## src/design/b64d_pkg.sv

```systemverilog
// Types, codes and character helpers shared by the base64 stream decoder.
`default_nettype none

package b64d_pkg;

    // Decoder modes
    localparam logic [1:0] MODE_PREFIX = 2'd0;
    localparam logic [1:0] MODE_DECODE = 2'd1;
    localparam logic [1:0] MODE_SKIP   = 2'd2;
    localparam logic [1:0] MODE_STOP   = 2'd3;

    // Result status codes
    localparam logic [1:0] ST_DATA     = 2'd0;
    localparam logic [1:0] ST_OK       = 2'd1;
    localparam logic [1:0] ST_INVALID  = 2'd2;
    localparam logic [1:0] ST_NOCOMMA  = 2'd3;

    // Characters with a meaning of their own
    localparam logic [7:0] CH_EQ       = 8'h3D;
    localparam logic [7:0] CH_LF       = 8'h0A;
    localparam logic [7:0] CH_CR       = 8'h0D;
    localparam logic [7:0] CH_SP       = 8'h20;
    localparam logic [7:0] CH_COMMA    = 8'h2C;
    localparam logic [7:0] CH_PLUS     = 8'h2B;
    localparam logic [7:0] CH_SLASH    = 8'h2F;
    localparam logic [7:0] CH_UP_A     = 8'h41;
    localparam logic [7:0] CH_UP_Z     = 8'h5A;
    localparam logic [7:0] CH_LO_A     = 8'h61;
    localparam logic [7:0] CH_LO_Z     = 8'h7A;
    localparam logic [7:0] CH_ZERO     = 8'h30;
    localparam logic [7:0] CH_NINE     = 8'h39;
    localparam logic [7:0] CH_LO_D     = 8'h64;
    localparam logic [7:0] CH_LO_T     = 8'h74;
    localparam logic [7:0] CH_COLON    = 8'h3A;

    localparam logic [2:0] PREFIX_LAST = 3'd4;   // position of ':' in "data:"
    localparam int         HELD_MAX    = 3;
    localparam int         RES_MAX     = 4;      // results one character can cause
    localparam int         QDEPTH      = 4;
    localparam int         QPTR_W      = $clog2(QDEPTH);

    typedef struct packed {
        logic [7:0] text_char;
        logic       end_of_text;
    } in_t;

    typedef struct packed {
        logic [7:0] out_byte;
        logic [1:0] status;
        logic       last_of_run;
    } out_t;

    typedef struct packed {
        logic [7:0] res_byte;
        logic [1:0] status;
    } res_t;

    // All results caused by one character, in delivery order
    typedef struct packed {
        res_t [RES_MAX-1:0] res;
        logic [2:0]         count;
    } run_t;

    // {valid, six-bit digit}
    function automatic logic [6:0] digit_of(input logic [7:0] c);
        logic [7:0] d;
        logic       ok;
        d  = 8'd0;
        ok = 1'b1;
        if (c >= CH_UP_A && c <= CH_UP_Z) begin
            d = c - CH_UP_A;
        end else if (c >= CH_LO_A && c <= CH_LO_Z) begin
            d = c - CH_LO_A + 8'd26;
        end else if (c >= CH_ZERO && c <= CH_NINE) begin
            d = c - CH_ZERO + 8'd52;
        end else if (c == CH_PLUS) begin
            d = 8'd62;
        end else if (c == CH_SLASH) begin
            d = 8'd63;
        end else begin
            ok = 1'b0;
        end
        return {ok, d[5:0]};
    endfunction

    function automatic logic [7:0] prefix_char(input logic [2:0] pos);
        logic [7:0] ch;
        unique case (pos)
            3'd0:    ch = CH_LO_D;
            3'd1:    ch = CH_LO_A;
            3'd2:    ch = CH_LO_T;
            3'd3:    ch = CH_LO_A;
            3'd4:    ch = CH_COLON;
            default: ch = 8'd0;
        endcase
        return ch;
    endfunction

endpackage

`default_nettype wire

```

## src/design/base64_stream_decoder.sv

```systemverilog
// Top level of the streaming base64 decoder.
`default_nettype none

// Streaming base64 decoder: one text character per request on s_, results on m_.
// A character is taken every cycle while the four-entry run queue has room; the front
// end decodes it in that cycle and queues all results it causes as one run. The back end
// delivers one result per cycle, unless m_ready stalls it, from the head run through the
// output register; a character causes k results (k is 0 to 4, mostly 0 or 1), and the
// first result is stored in the run queue, then in the output register. Bytes come out as
// status 0; the character flagged end_of_text closes the stream with a status result
// (1 ok, 2 invalid character, 3 "data:" prefix without comma), last_of_run marks the final
// result of each character. After a status of 2 the stream's bytes should be discarded.
module base64_stream_decoder import b64d_pkg::*; (
    input  wire logic aclk,
    input  wire logic aresetn,
    input  wire in_t  s_data,
    input  wire logic s_valid,
    output logic      s_ready,
    output out_t      m_data,
    output logic      m_valid,
    input  wire logic m_ready
);

    logic push_valid;
    run_t push_run;
    logic q_full;
    logic q_empty;
    logic pop;
    run_t head;

    b64d_front u_front (
        .aclk       (aclk),
        .aresetn    (aresetn),
        .s_data     (s_data),
        .s_valid    (s_valid),
        .s_ready    (s_ready),
        .q_full     (q_full),
        .push_valid (push_valid),
        .push_run   (push_run)
    );

    b64d_queue u_queue (
        .aclk     (aclk),
        .aresetn  (aresetn),
        .push     (push_valid),
        .push_run (push_run),
        .full     (q_full),
        .pop      (pop),
        .empty    (q_empty),
        .head     (head)
    );

    b64d_back u_back (
        .aclk    (aclk),
        .aresetn (aresetn),
        .q_empty (q_empty),
        .head    (head),
        .pop     (pop),
        .m_data  (m_data),
        .m_valid (m_valid),
        .m_ready (m_ready)
    );

endmodule

`default_nettype wire

```

## src/design/b64d_front.sv

```systemverilog
// Front end: accepts characters, keeps the decoding state and builds each character's run of results.
`default_nettype none

module b64d_front import b64d_pkg::*; (
    input  wire logic aclk,
    input  wire logic aresetn,
    input  wire in_t  s_data,
    input  wire logic s_valid,
    output logic      s_ready,
    input  wire logic q_full,
    output logic      push_valid,
    output run_t      push_run
);

    logic [11:0] acc_reg,  acc_next;
    logic [2:0]  pend_reg, pend_next;
    logic [2:0]  pos_reg,  pos_next;
    logic [1:0]  mode_reg, mode_next;
    logic [1:0]  hc_reg,   hc_next;
    logic        err_reg,  err_next;
    logic [7:0]  held_reg  [HELD_MAX];
    logic [7:0]  held_next [HELD_MAX];

    logic        accept;
    logic [7:0]  c;
    logic        last;
    logic [6:0]  dg;
    logic [11:0] acc_d;
    logic [3:0]  pend6;
    logic [3:0]  pend_sub;
    logic        byte_rdy;
    logic [11:0] acc_sh;
    logic [7:0]  dec_byte;
    logic        do_decode;
    logic        hold;
    logic        rel_mis;
    logic        release_en;
    logic [1:0]  rel_n;
    logic        emit;
    logic [1:0]  fin_status;

    assign s_ready = !q_full;
    assign accept  = s_valid && s_ready;
    assign c       = s_data.text_char;
    assign last    = s_data.end_of_text;
    assign dg      = digit_of(c);

    // Candidate decode of the current character against the present accumulator
    assign acc_d    = {acc_reg[5:0], dg[5:0]};
    assign pend6    = {1'b0, pend_reg} + 4'd6;
    assign byte_rdy = pend6 >= 4'd8;
    assign pend_sub = pend6 - 4'd8;
    assign acc_sh   = acc_d >> pend_sub[2:0];
    assign dec_byte = acc_sh[7:0];

    always_comb begin
        acc_next   = acc_reg;
        pend_next  = pend_reg;
        pos_next   = pos_reg;
        mode_next  = mode_reg;
        hc_next    = hc_reg;
        err_next   = err_reg;
        for (int i = 0; i < HELD_MAX; i++) begin
            held_next[i] = held_reg[i];
        end
        do_decode  = 1'b0;
        hold       = 1'b0;
        rel_mis    = 1'b0;
        emit       = 1'b0;

        unique case (mode_reg)
            MODE_PREFIX: begin
                if (c == prefix_char(pos_reg)) begin
                    pos_next = pos_reg + 3'd1;
                    if (pos_reg == PREFIX_LAST) begin
                        mode_next = MODE_SKIP;
                        acc_next  = 12'd0;
                        pend_next = 3'd0;
                        hc_next   = 2'd0;
                    end else begin
                        do_decode = 1'b1;
                        hold      = 1'b1;
                    end
                end else begin
                    mode_next = MODE_DECODE;
                    rel_mis   = 1'b1;
                    do_decode = 1'b1;
                end
            end
            MODE_DECODE: begin
                do_decode = 1'b1;
            end
            MODE_SKIP: begin
                if (c == CH_COMMA) begin
                    mode_next = MODE_DECODE;
                    acc_next  = 12'd0;
                    pend_next = 3'd0;
                end
            end
            MODE_STOP: begin
            end
            default: begin
            end
        endcase

        if (do_decode) begin
            priority if (c == CH_EQ) begin
                mode_next = MODE_STOP;
            end else if (c == CH_LF || c == CH_CR || c == CH_SP) begin
            end else if (!dg[6]) begin
                err_next  = 1'b1;
                mode_next = MODE_STOP;
            end else begin
                acc_next  = acc_d;
                pend_next = byte_rdy ? pend_sub[2:0] : pend6[2:0];
                if (byte_rdy) begin
                    if (hold) begin
                        if (hc_reg < 2'(HELD_MAX)) begin
                            held_next[hc_reg] = dec_byte;
                            hc_next           = hc_reg + 2'd1;
                        end
                    end else begin
                        emit = 1'b1;
                    end
                end
            end
        end

        // Held bytes go out on a prefix mismatch, or when the text ends mid-prefix
        release_en = rel_mis || (last && mode_next == MODE_PREFIX);
        rel_n      = release_en ? hc_next : 2'd0;
        if (release_en) begin
            hc_next = 2'd0;
        end

        if (err_next) begin
            fin_status = ST_INVALID;
        end else if (mode_next == MODE_SKIP) begin
            fin_status = ST_NOCOMMA;
        end else begin
            fin_status = ST_OK;
        end

        for (int k = 0; k < RES_MAX; k++) begin
            if (k < 3'(rel_n) && k < HELD_MAX) begin
                push_run.res[k] = '{res_byte: held_next[k], status: ST_DATA};
            end else if (emit && k == 3'(rel_n)) begin
                push_run.res[k] = '{res_byte: dec_byte, status: ST_DATA};
            end else begin
                push_run.res[k] = '{res_byte: 8'd0, status: fin_status};
            end
        end
        push_run.count = {1'b0, rel_n} + {2'b00, emit} + {2'b00, last};

        if (last) begin
            acc_next  = 12'd0;
            pend_next = 3'd0;
            pos_next  = 3'd0;
            mode_next = MODE_PREFIX;
            hc_next   = 2'd0;
            err_next  = 1'b0;
        end
    end

    assign push_valid = accept && (push_run.count != 3'd0);

    always_ff @(posedge aclk) begin
        if (!aresetn) begin
            acc_reg  <= 12'd0;
            pend_reg <= 3'd0;
            pos_reg  <= 3'd0;
            mode_reg <= MODE_PREFIX;
            hc_reg   <= 2'd0;
            err_reg  <= 1'b0;
        end else if (accept) begin
            acc_reg  <= acc_next;
            pend_reg <= pend_next;
            pos_reg  <= pos_next;
            mode_reg <= mode_next;
            hc_reg   <= hc_next;
            err_reg  <= err_next;
        end
    end

    always_ff @(posedge aclk) begin
        if (accept) begin
            for (int i = 0; i < HELD_MAX; i++) begin
                held_reg[i] <= held_next[i];
            end
        end
    end

    a_run_bounded: assert property (@(posedge aclk) disable iff (!aresetn)
        push_valid |-> (push_run.count <= 3'(RES_MAX)))
        else $error("run longer than the result budget");

    a_end_clears: assert property (@(posedge aclk) disable iff (!aresetn)
        (accept && last) |=> (mode_reg == MODE_PREFIX && pos_reg == 3'd0 &&
                              hc_reg == 2'd0 && !err_reg && pend_reg == 3'd0))
        else $error("stream state not cleared after end of text");

    a_end_pushes: assert property (@(posedge aclk) disable iff (!aresetn)
        (accept && last) |-> push_valid)
        else $error("end of text produced no status request");

endmodule

`default_nettype wire

```

## src/design/b64d_queue.sv

```systemverilog
// Short queue of result runs between front and back end.
`default_nettype none

module b64d_queue import b64d_pkg::*; (
    input  wire logic aclk,
    input  wire logic aresetn,
    input  wire logic push,
    input  wire run_t push_run,
    output logic      full,
    input  wire logic pop,
    output logic      empty,
    output run_t      head
);

    run_t              mem_reg [QDEPTH];
    logic [QPTR_W-1:0] wr_reg, wr_next;
    logic [QPTR_W-1:0] rd_reg, rd_next;
    logic [QPTR_W:0]   cnt_reg, cnt_next;

    assign full  = cnt_reg == (QPTR_W+1)'(QDEPTH);
    assign empty = cnt_reg == '0;
    assign head  = mem_reg[rd_reg];

    always_comb begin
        wr_next  = wr_reg;
        rd_next  = rd_reg;
        cnt_next = cnt_reg;
        if (push) begin
            wr_next = (wr_reg == QPTR_W'(QDEPTH-1)) ? '0 : wr_reg + 1'b1;
        end
        if (pop) begin
            rd_next = (rd_reg == QPTR_W'(QDEPTH-1)) ? '0 : rd_reg + 1'b1;
        end
        if (push && !pop) begin
            cnt_next = cnt_reg + 1'b1;
        end else if (pop && !push) begin
            cnt_next = cnt_reg - 1'b1;
        end
    end

    always_ff @(posedge aclk) begin
        if (!aresetn) begin
            wr_reg  <= '0;
            rd_reg  <= '0;
            cnt_reg <= '0;
        end else begin
            wr_reg  <= wr_next;
            rd_reg  <= rd_next;
            cnt_reg <= cnt_next;
        end
    end

    always_ff @(posedge aclk) begin
        if (push) begin
            mem_reg[wr_reg] <= push_run;
        end
    end

    a_no_overflow: assert property (@(posedge aclk) disable iff (!aresetn)
        !(push && full))
        else $error("push into full queue");

    a_no_underflow: assert property (@(posedge aclk) disable iff (!aresetn)
        !(pop && empty))
        else $error("pop from empty queue");

    a_count_range: assert property (@(posedge aclk) disable iff (!aresetn)
        cnt_reg <= (QPTR_W+1)'(QDEPTH))
        else $error("queue count out of range");

endmodule

`default_nettype wire

```

## src/design/b64d_back.sv

```systemverilog
// Back end: one result per cycle from each queued run through an output register, unless stalled.
`default_nettype none

module b64d_back import b64d_pkg::*; (
    input  wire logic aclk,
    input  wire logic aresetn,
    input  wire logic q_empty,
    input  wire run_t head,
    output logic      pop,
    output out_t      m_data,
    output logic      m_valid,
    input  wire logic m_ready
);

    logic [1:0] sub_reg;
    logic       m_valid_reg;
    out_t       m_data_reg;
    logic       load;
    logic       run_last;
    res_t       cur;

    assign load     = !m_valid_reg || m_ready;
    assign cur      = head.res[sub_reg];
    assign run_last = {1'b0, sub_reg} == (head.count - 3'd1);
    assign pop      = load && !q_empty && run_last;

    always_ff @(posedge aclk) begin
        if (!aresetn) begin
            sub_reg     <= 2'd0;
            m_valid_reg <= 1'b0;
        end else if (load) begin
            m_valid_reg <= !q_empty;
            if (!q_empty) begin
                sub_reg <= run_last ? 2'd0 : sub_reg + 2'd1;
            end
        end
    end

    always_ff @(posedge aclk) begin
        if (load && !q_empty) begin
            m_data_reg <= '{out_byte: cur.res_byte, status: cur.status,
                            last_of_run: run_last};
        end
    end

    assign m_valid = m_valid_reg;
    assign m_data  = m_data_reg;

    a_pop_marks_last: assert property (@(posedge aclk) disable iff (!aresetn)
        pop |=> (m_valid_reg && m_data_reg.last_of_run))
        else $error("run retired without a last-of-run result");

    a_sub_in_run: assert property (@(posedge aclk) disable iff (!aresetn)
        !q_empty |-> ({1'b0, sub_reg} < head.count))
        else $error("result index beyond run length");

    a_status_zero_byte: assert property (@(posedge aclk) disable iff (!aresetn)
        (m_valid_reg && m_data_reg.status != ST_DATA) |-> (m_data_reg.out_byte == 8'd0))
        else $error("status result carries a non-zero byte");

endmodule

`default_nettype wire
```

## config.mk

```make
export PLATFORM = sky130hd
export DESIGN_NAME = base64_stream_decoder
export DESIGN_NICKNAME = d
export VERILOG_FILES = /design/src/design/b64d_pkg.sv /design/src/design/base64_stream_decoder.sv /design/src/design/b64d_front.sv /design/src/design/b64d_queue.sv /design/src/design/b64d_back.sv
export SDC_FILE = /design/constraint.sdc
export NUM_CORES = 1
export LEC_CHECK = 0
export ABC_AREA = 0
export ABC_CLOCK_PERIOD_IN_PS = 5730
export BUFFER_PORTS_ARGS = -buffer_cell sky130_fd_sc_hd__buf_2
export CAP_MARGIN = 20
export CORE_MARGIN = 10
export CORE_UTILIZATION = 53
export DETAILED_ROUTE_END_ITERATION = 12
export PLACE_DENSITY = 0.78
export RECOVER_POWER = 100
export SETUP_SLACK_MARGIN = 0.2
export SLEW_MARGIN = 10
export SYNTH_ARGS = -nofsm -noshare
export SYNTH_HDL_FRONTEND = slang
export SYNTH_HIERARCHICAL = 1
export SYNTH_SLANG_ARGS = --single-unit
export TNS_END_PERCENT = 100
```

## constraint.sdc

```tcl
create_clock -name aclk -period 5.73 [get_ports aclk]
set_input_delay 0.8595 -clock aclk [delete_from_list [all_inputs] [get_ports aclk]]
set_output_delay 0.8595 -clock aclk [all_outputs]
set_load 0.02 [all_outputs]
```

==> flow_metrics.tcl, run 1 <==
set metrics [dict create \
    synth_edf_count 207 \
    outcome "complete, but fails checks" \
    drv_slew 28 \
    ys_ff_latch 236 \
    synthCells 806 \
    cp.buffers_inverters 3 \
    finalCritPeriodShare 0.914 \
    synth_cell_types 83 \
    grt_pass1_wl_um 38500 \
    path_cells "inv_1 > ha_1 > or4_1 > a21oi_1 > o22ai_1 > nor3_1 > buf_4 > a21o_1 > nand3_1 > xnor2_1 > ha_1 > a21o_1 > ha_1 > nor3_1 > nor2_2 > and2_2 > clkbuf_4" \
    antenna_found_initial 0 \
    clk_latency_ns 0.50 \
    ir_worst_vdd_mv 0.193 \
    dp.cells 1081 \
    slew_headroom -0.0375 \
    yosysTopAreaCell "edfxtp_1" \
    fin_nets 873 \
    core_um2 21100 \
    final_antenna_net_count 0 \
    clk_path_buf_depth 3 \
    startpoint_type "flop" \
    violations "max-capacitance violations, max-slew violations" \
    dieArea_um2 27800 \
    finalHoldViolations 0 \
    routed-via-count 7082 \
    grt_pass1_vias 6939 \
    cts_tree "yes" \
    totalWireLength_um 24100 \
    whs_path_depth 2 \
    final_cell_mix "207 x edfxtp_1, 51 x mux4_2, 48 x nand2_1" \
    layout-drive-gt1-share 0.170 \
    synth_area_leaders "edfxtp_1 54%, mux4_2 10%, dfxtp_1 5.1%, ha_1 3.0%, nand2_1 1.5%" \
    grt_overflow 0 \
    cp_top_family "simple AND/OR/NAND/NOR gates" \
    crit_path_max_fanout 23 \
    ys.flop_type "edfxtp_1" \
    drt_iter0_markers 877 \
    yosysSeqAreaShare 0.595 \
    area_growth_pct 8.84 \
    ioPinCount 26 \
    synth_area_um2 11400 \
    place_area_um2 11800 \
    fmax_mhz 191 \
    gp_congestion 0.921 \
    clkTransAtPathRegs_ns 0.06 \
    setup.worst_path.end_class "flop" \
    start_util 0.542 \
    dieHeight_um 167 \
    design_area_um2 12400 \
    r2r_cells 17 \
    grt_max_degree 44 \
    reg2reg_to "u_queue/mem_reg[2][37]$_DFFE_PP_" \
    largest_register_ffs 172 \
    slowest_stage "and2_2" \
    setup_ws_ns 0.495 \
    fin_tns_setup_ns 0 \
    utilization 0.589 \
    p_leak_nw 4.12 \
    reg2reg_from "u_front/pos_reg[0]$_SDFFE_PN0P_" \
    cpMostUsedCell "ha_1" \
    rows 53 \
    regToRegSetupSlack_ns 0.49 \
    worstPathArrival_ns 5.39 \
    p_per_area_nw_per_um2 345 \
    ys_warn_count 6 \
    tightest_slew_ns 1.56 \
    min_period_ns 5.24 \
    maxCapViolCount 1 \
    dr.pass1.iters 7 \
    cts-root-buf "clkbuf_16" \
    clock-sinks 236 \
    cpPeakStageDelay_ns 0.64 \
    dp_hpwl_um 15300 \
    dp_slack_ns 0.163 \
    setup_viol 0 \
    cts_hold_buf 0 \
    min_from "u_back/m_valid$_SDFFE_PN0N_" \
    ys_async_sr_fraction 0 \
    syn_nets 847 \
    yosysTopAreaCellShare 0.544 \
    hold_path.class "reg2reg" \
    finalNonFillerCells 1121 \
    mostFrequentLayoutCell "edfxtp_1" \
    clock_skew_ns 0.0119 \
    drc_errors 0 \
    die_w_um 167 \
    cts_max_level 1 \
    io_buffers 25 \
    fin_hold_ws_ns 0.525 \
    viasPerCell 6.32 \
    power_mw 4.29 \
    diodes 0 \
    min_to "u_back/m_valid$_SDFFE_PN0N_" \
    rsz0062_at_grt "no" \
    synth.avg_cell_area_um2 14.2 \
    crit_type "reg2reg" \
    cts_buffers 23 \
    wl_per_cell_um 21.5 \
    grt.total_usage 0.167 \
    cp.required_ns 5.89 \
]
-- cell usage after synthesis (7+ instances only) --
cell type	count
inv_1	29
nor3b_1	7
nand4_1	7
dfxtp_1	29
o211ai_1	10
and2_1	13
ha_1	27
and3_1	9
nor2_1	47
a21oi_1	27
nor2b_1	21
o21a_1	7
nand2b_1	7
a22o_1	7
edfxtp_1	207
mux4_2	51
clkbuf_1	24
nor3_1	13
mux2i_1	8
nand2_1	47
a22oi_1	8
buf_2	10
nand3_1	20
a31oi_1	8
o21ai_0	28
-- what timing repair did --
item,4_1_cts,5_1_grt
resized for setup,0,2
setup buffers,0,0
setup endpoints to repair,0,1
-- worst max-delay path by stage --
| stage | end | cells past startpoint | slack [ns] | startpoint |
|---|---|---|---|---|
| after floorplan | u_queue/cnt_reg[2]$_SDFFE_PN0P_ | 22 | 0.24 | s_data[3] |
| after global placement | u_queue/cnt_reg[2]$_SDFFE_PN0P_ | 21 | 0.31 | s_data[1] |
| after detailed placement | u_queue/cnt_reg[2]$_SDFFE_PN0P_ | 21 | 0.16 | s_data[1] |
| after CTS | u_queue/cnt_reg[2]$_SDFFE_PN0P_ | 21 | 0.55 | u_front/pos_reg[2]$_SDFFE_PN0P_ |
| after global routing | u_queue/mem_reg[0][6]$_DFFE_PP_ | 17 | 0.13 | u_front/pos_reg[0]$_SDFFE_PN0P_ |
| final | u_queue/mem_reg[2][37]$_DFFE_PP_ | 17 | 0.49 | u_front/pos_reg[0]$_SDFFE_PN0P_ |
-- tightest hold or removal path: stages (launching register included) --
cell      delay [ns]
dfxtp_1         0.33
nand2b_4        0.07
a21boi_0        0.07
-- kinds of logic after synthesis --
logic type / Yosys count / share of synthesized area
flops: 236 / 0.595
simple gates: 230 / 0.112
compound gates: 159 / 0.0984
buf+inv: 74 / 0.0341
mux: 68 / 0.120
fa+ha+maj: 28 / 0.0313
xor+xnor: 11 / 0.00844
-- where the power goes --
part           total (mW)  internal [mW]  switching [mW]
Sequential           2.12           2.05          0.0773
Combinational       0.716          0.289           0.427
Clock                1.45          0.844           0.604
-- metal layers --
layer	global-route usage	routed length [um]	vias up	part of all wire
met5	0	0	-	0
met1	0.232	10300	3522	0.43
li1	-	-	3218	-
met2	0.272	11800	303	0.49
met3	0.0214	1590	39	0.066
met4	0.0447	469	0	0.019
-- final cells by class --
class | instances | area [um^2]
clock inverter | 8 | 70.1
fill | 1625 | 8660
multi-input combinational | 496 | 4210
sequential | 236 | 6800
tap | 275 | 344
clock buffer | 31 | 656
timing repair buffer | 45 | 244
inverter | 30 | 113
(Power assumes the default switching activity.)
==> inputs of run 2 (changes only) <==
--- a/config.mk
+++ b/config.mk
@@ -6,13 +6,13 @@
 export NUM_CORES = 1
 export LEC_CHECK = 0
 export ABC_AREA = 0
-export ABC_CLOCK_PERIOD_IN_PS = 5730
+export ABC_CLOCK_PERIOD_IN_PS = 4700
 export BUFFER_PORTS_ARGS = -buffer_cell sky130_fd_sc_hd__buf_2
 export CAP_MARGIN = 20
 export CORE_MARGIN = 10
-export CORE_UTILIZATION = 53
+export CORE_UTILIZATION = 55
 export DETAILED_ROUTE_END_ITERATION = 12
-export PLACE_DENSITY = 0.78
+export PLACE_DENSITY = 0.8
 export RECOVER_POWER = 100
 export SETUP_SLACK_MARGIN = 0.2
 export SLEW_MARGIN = 10
==> constraint.sdc (replaced) <==
create_clock -name aclk -period 4.7 [get_ports aclk]
set_input_delay 0.705 -clock aclk [delete_from_list [all_inputs] [get_ports aclk]]
set_output_delay 0.705 -clock aclk [all_outputs]
set_load 0.02 [all_outputs]
==> flow_metrics.tcl, run 2 (synthesized netlist as in run 1, its figures left out) <==
set metrics [dict create \
    diodes 0 \
    grt_pass1_wl_um 39600 \
    cts_buffers 24 \
    fin_nets 897 \
    mostFrequentLayoutCell "edfxtp_1" \
    core_um2 20400 \
    grt_pass1_vias 7381 \
    cpPeakStageDelay_ns 0.52 \
    min_period_ns 4.51 \
    start_util 0.561 \
    cts_tree "yes" \
    setup_viol 0 \
    finalHoldViolations 0 \
    layout-drive-gt1-share 0.221 \
    die_w_um 164 \
    slew_headroom -0.0645 \
    cp.buffers_inverters 1 \
    final_antenna_net_count 0 \
    totalWireLength_um 24600 \
    cp_top_family "adder cells" \
    grt.total_usage 0.183 \
    dieArea_um2 26900 \
    cts-root-buf "clkbuf_16" \
    tightest_slew_ns 1.60 \
    cp.required_ns 5.14 \
    clock-sinks 236 \
    maxCapViolCount 1 \
    path_cells "ha_1 > ha_4 > or4_4 > and3_4 > o22ai_4 > o311a_1 > o2bb2ai_4 > nand3_2 > xnor2_1 > ha_1 > a21o_1 > ha_4 > nor3_1 > nor2_2 > ha_2 > inv_2 > fa_2 > xor2_1 > or3_1 > a21boi_2" \
    crit_path_max_fanout 5 \
    clock_power_share 0.342 \
    switching_share 0.263 \
    clk_path_buf_depth 3 \
    io_buffers 25 \
    largest_register_ffs 172 \
    crit_type "reg2reg" \
    gp_congestion 0.974 \
    viasPerCell 6.33 \
    dr.pass1.iters 5 \
    p_leak_nw 4.26 \
    clk_latency_ns 0.52 \
    place_area_um2 12100 \
    grt_overflow 0 \
    dp_hpwl_um 15800 \
    hold_path.class "in2reg" \
    slowest_stage "or4_4" \
    rows 52 \
    violations "max-capacitance violations, max-slew violations" \
    drt_iter0_markers 873 \
    rsz0062_at_grt "yes" \
    routed-via-count 7221 \
    setup.worst_path.end_class "flop" \
    p_seq_frac 0.480 \
    outcome "complete, but fails checks" \
    grt_max_degree 44 \
    area_growth_pct 12.5 \
    finalNonFillerCells 1140 \
    startpoint_type "flop" \
    dieHeight_um 164 \
    design_area_um2 12900 \
    wl_per_cell_um 21.6 \
    pwr-share-comb 0.177 \
    p_per_area_nw_per_um2 417 \
    antenna_found_initial 0 \
    cts_hold_buf 0 \
    ioPinCount 26 \
    clkTransAtPathRegs_ns 0.06 \
    ir_worst_vdd_mv 0.270 \
    dp.cells 1092 \
    fmax_mhz 222 \
    p_int_mw 3.95 \
    clock_skew_ns 0.0158 \
    final_cell_mix "207 x edfxtp_1, 51 x mux4_2, 48 x nand2_1" \
    p_switching_mw 1.41 \
    drc_errors 0 \
    worstPathArrival_ns 4.94 \
    drv_slew 28 \
    finalCritPeriodShare 0.959 \
    cts_max_level 1 \
    fin_hold_ws_ns 0.507 \
]
## run 2: worst reg2reg max path, cell delays in order, from the launching register on
cell and delay [ns]:
dfxtp_2 0.34, ha_1 0.23, ha_4 0.17, or4_4 0.52
and3_4 0.20, o22ai_4 0.26, o311a_1 0.27, o2bb2ai_4 0.14
nand3_2 0.11, xnor2_1 0.15, ha_1 0.22, a21o_1 0.19
ha_4 0.28, nor3_1 0.06, nor2_2 0.10, ha_2 0.20
inv_2 0.04, fa_2 0.32, xor2_1 0.16, or3_1 0.34
a21boi_2 0.15
## run 2: final cells by class
class | instances | area (um^2)
well taps | 270 | 338
multi-input cells | 496 | 4430
inverters | 30 | 123
repair buffers | 68 | 409
clock buffers | 28 | 637
flip-flops and latches | 236 | 6800
clock inverters | 12 | 116
fillers | 1439 | 7510
## run 2: per-stage QoR
stage	utilization	total power, mW	setup TNS, ns	setup WS, ns
floorplan	-	3.35	0	0.117
global placement	0.595	3.55	0	0.202
detailed placement	0.595	3.59	-0.00444	-0.00444
CTS	0.634	5.42	0	0.227
global route	0.631	5.56	0	0.0581
finish	0.631	5.36	0	0.194
## run 2: metal layers
metal | wire (um) | up-vias | part of all wire | global-route usage
li1 | - | 3273 | - | -
met1 | 10200 | 3587 | 0.41 | 0.242
met2 | 12300 | 299 | 0.50 | 0.311
met3 | 1480 | 62 | 0.060 | 0.0203
met4 | 659 | 0 | 0.027 | 0.0556
met5 | 0 | - | 0 | 0
## run 2: path summary, 6_finish.rpt
check,depth (start not counted),slack (ns),to,from
max,20,0.19,u_queue/cnt_reg[2]$_SDFFE_PN0P_,u_front/pos_reg[0]$_SDFFE_PN0P_
min,3,0.51,u_back/m_valid$_SDFFE_PN0N_,m_ready
max reg2reg,20,0.19,u_queue/cnt_reg[2]$_SDFFE_PN0P_,u_front/pos_reg[0]$_SDFFE_PN0P_
min reg2reg,2,0.52,u_front/err_reg$_SDFFE_PN0P_,u_front/err_reg$_SDFFE_PN0P_
## run 2: what timing repair did
action	in CTS	in global routing
gates resized for setup	7	7
setup buffers	0	8
gates cloned	0	0
pin swaps	2	6
setup endpoints to repair	1	1
## run 2: power by group through the flow
stage / clock network [mW] / logic (mW) / registers, mW
3_5_place_dp: 0 / 0.980 / 2.61
6_report: 1.84 / 0.951 / 2.57
2_1_floorplan: 0 / 0.691 / 2.66
5_1_grt: 1.93 / 1.03 / 2.59
4_1_cts: 1.86 / 0.991 / 2.57
3_3_place_gp: 0 / 0.949 / 2.60
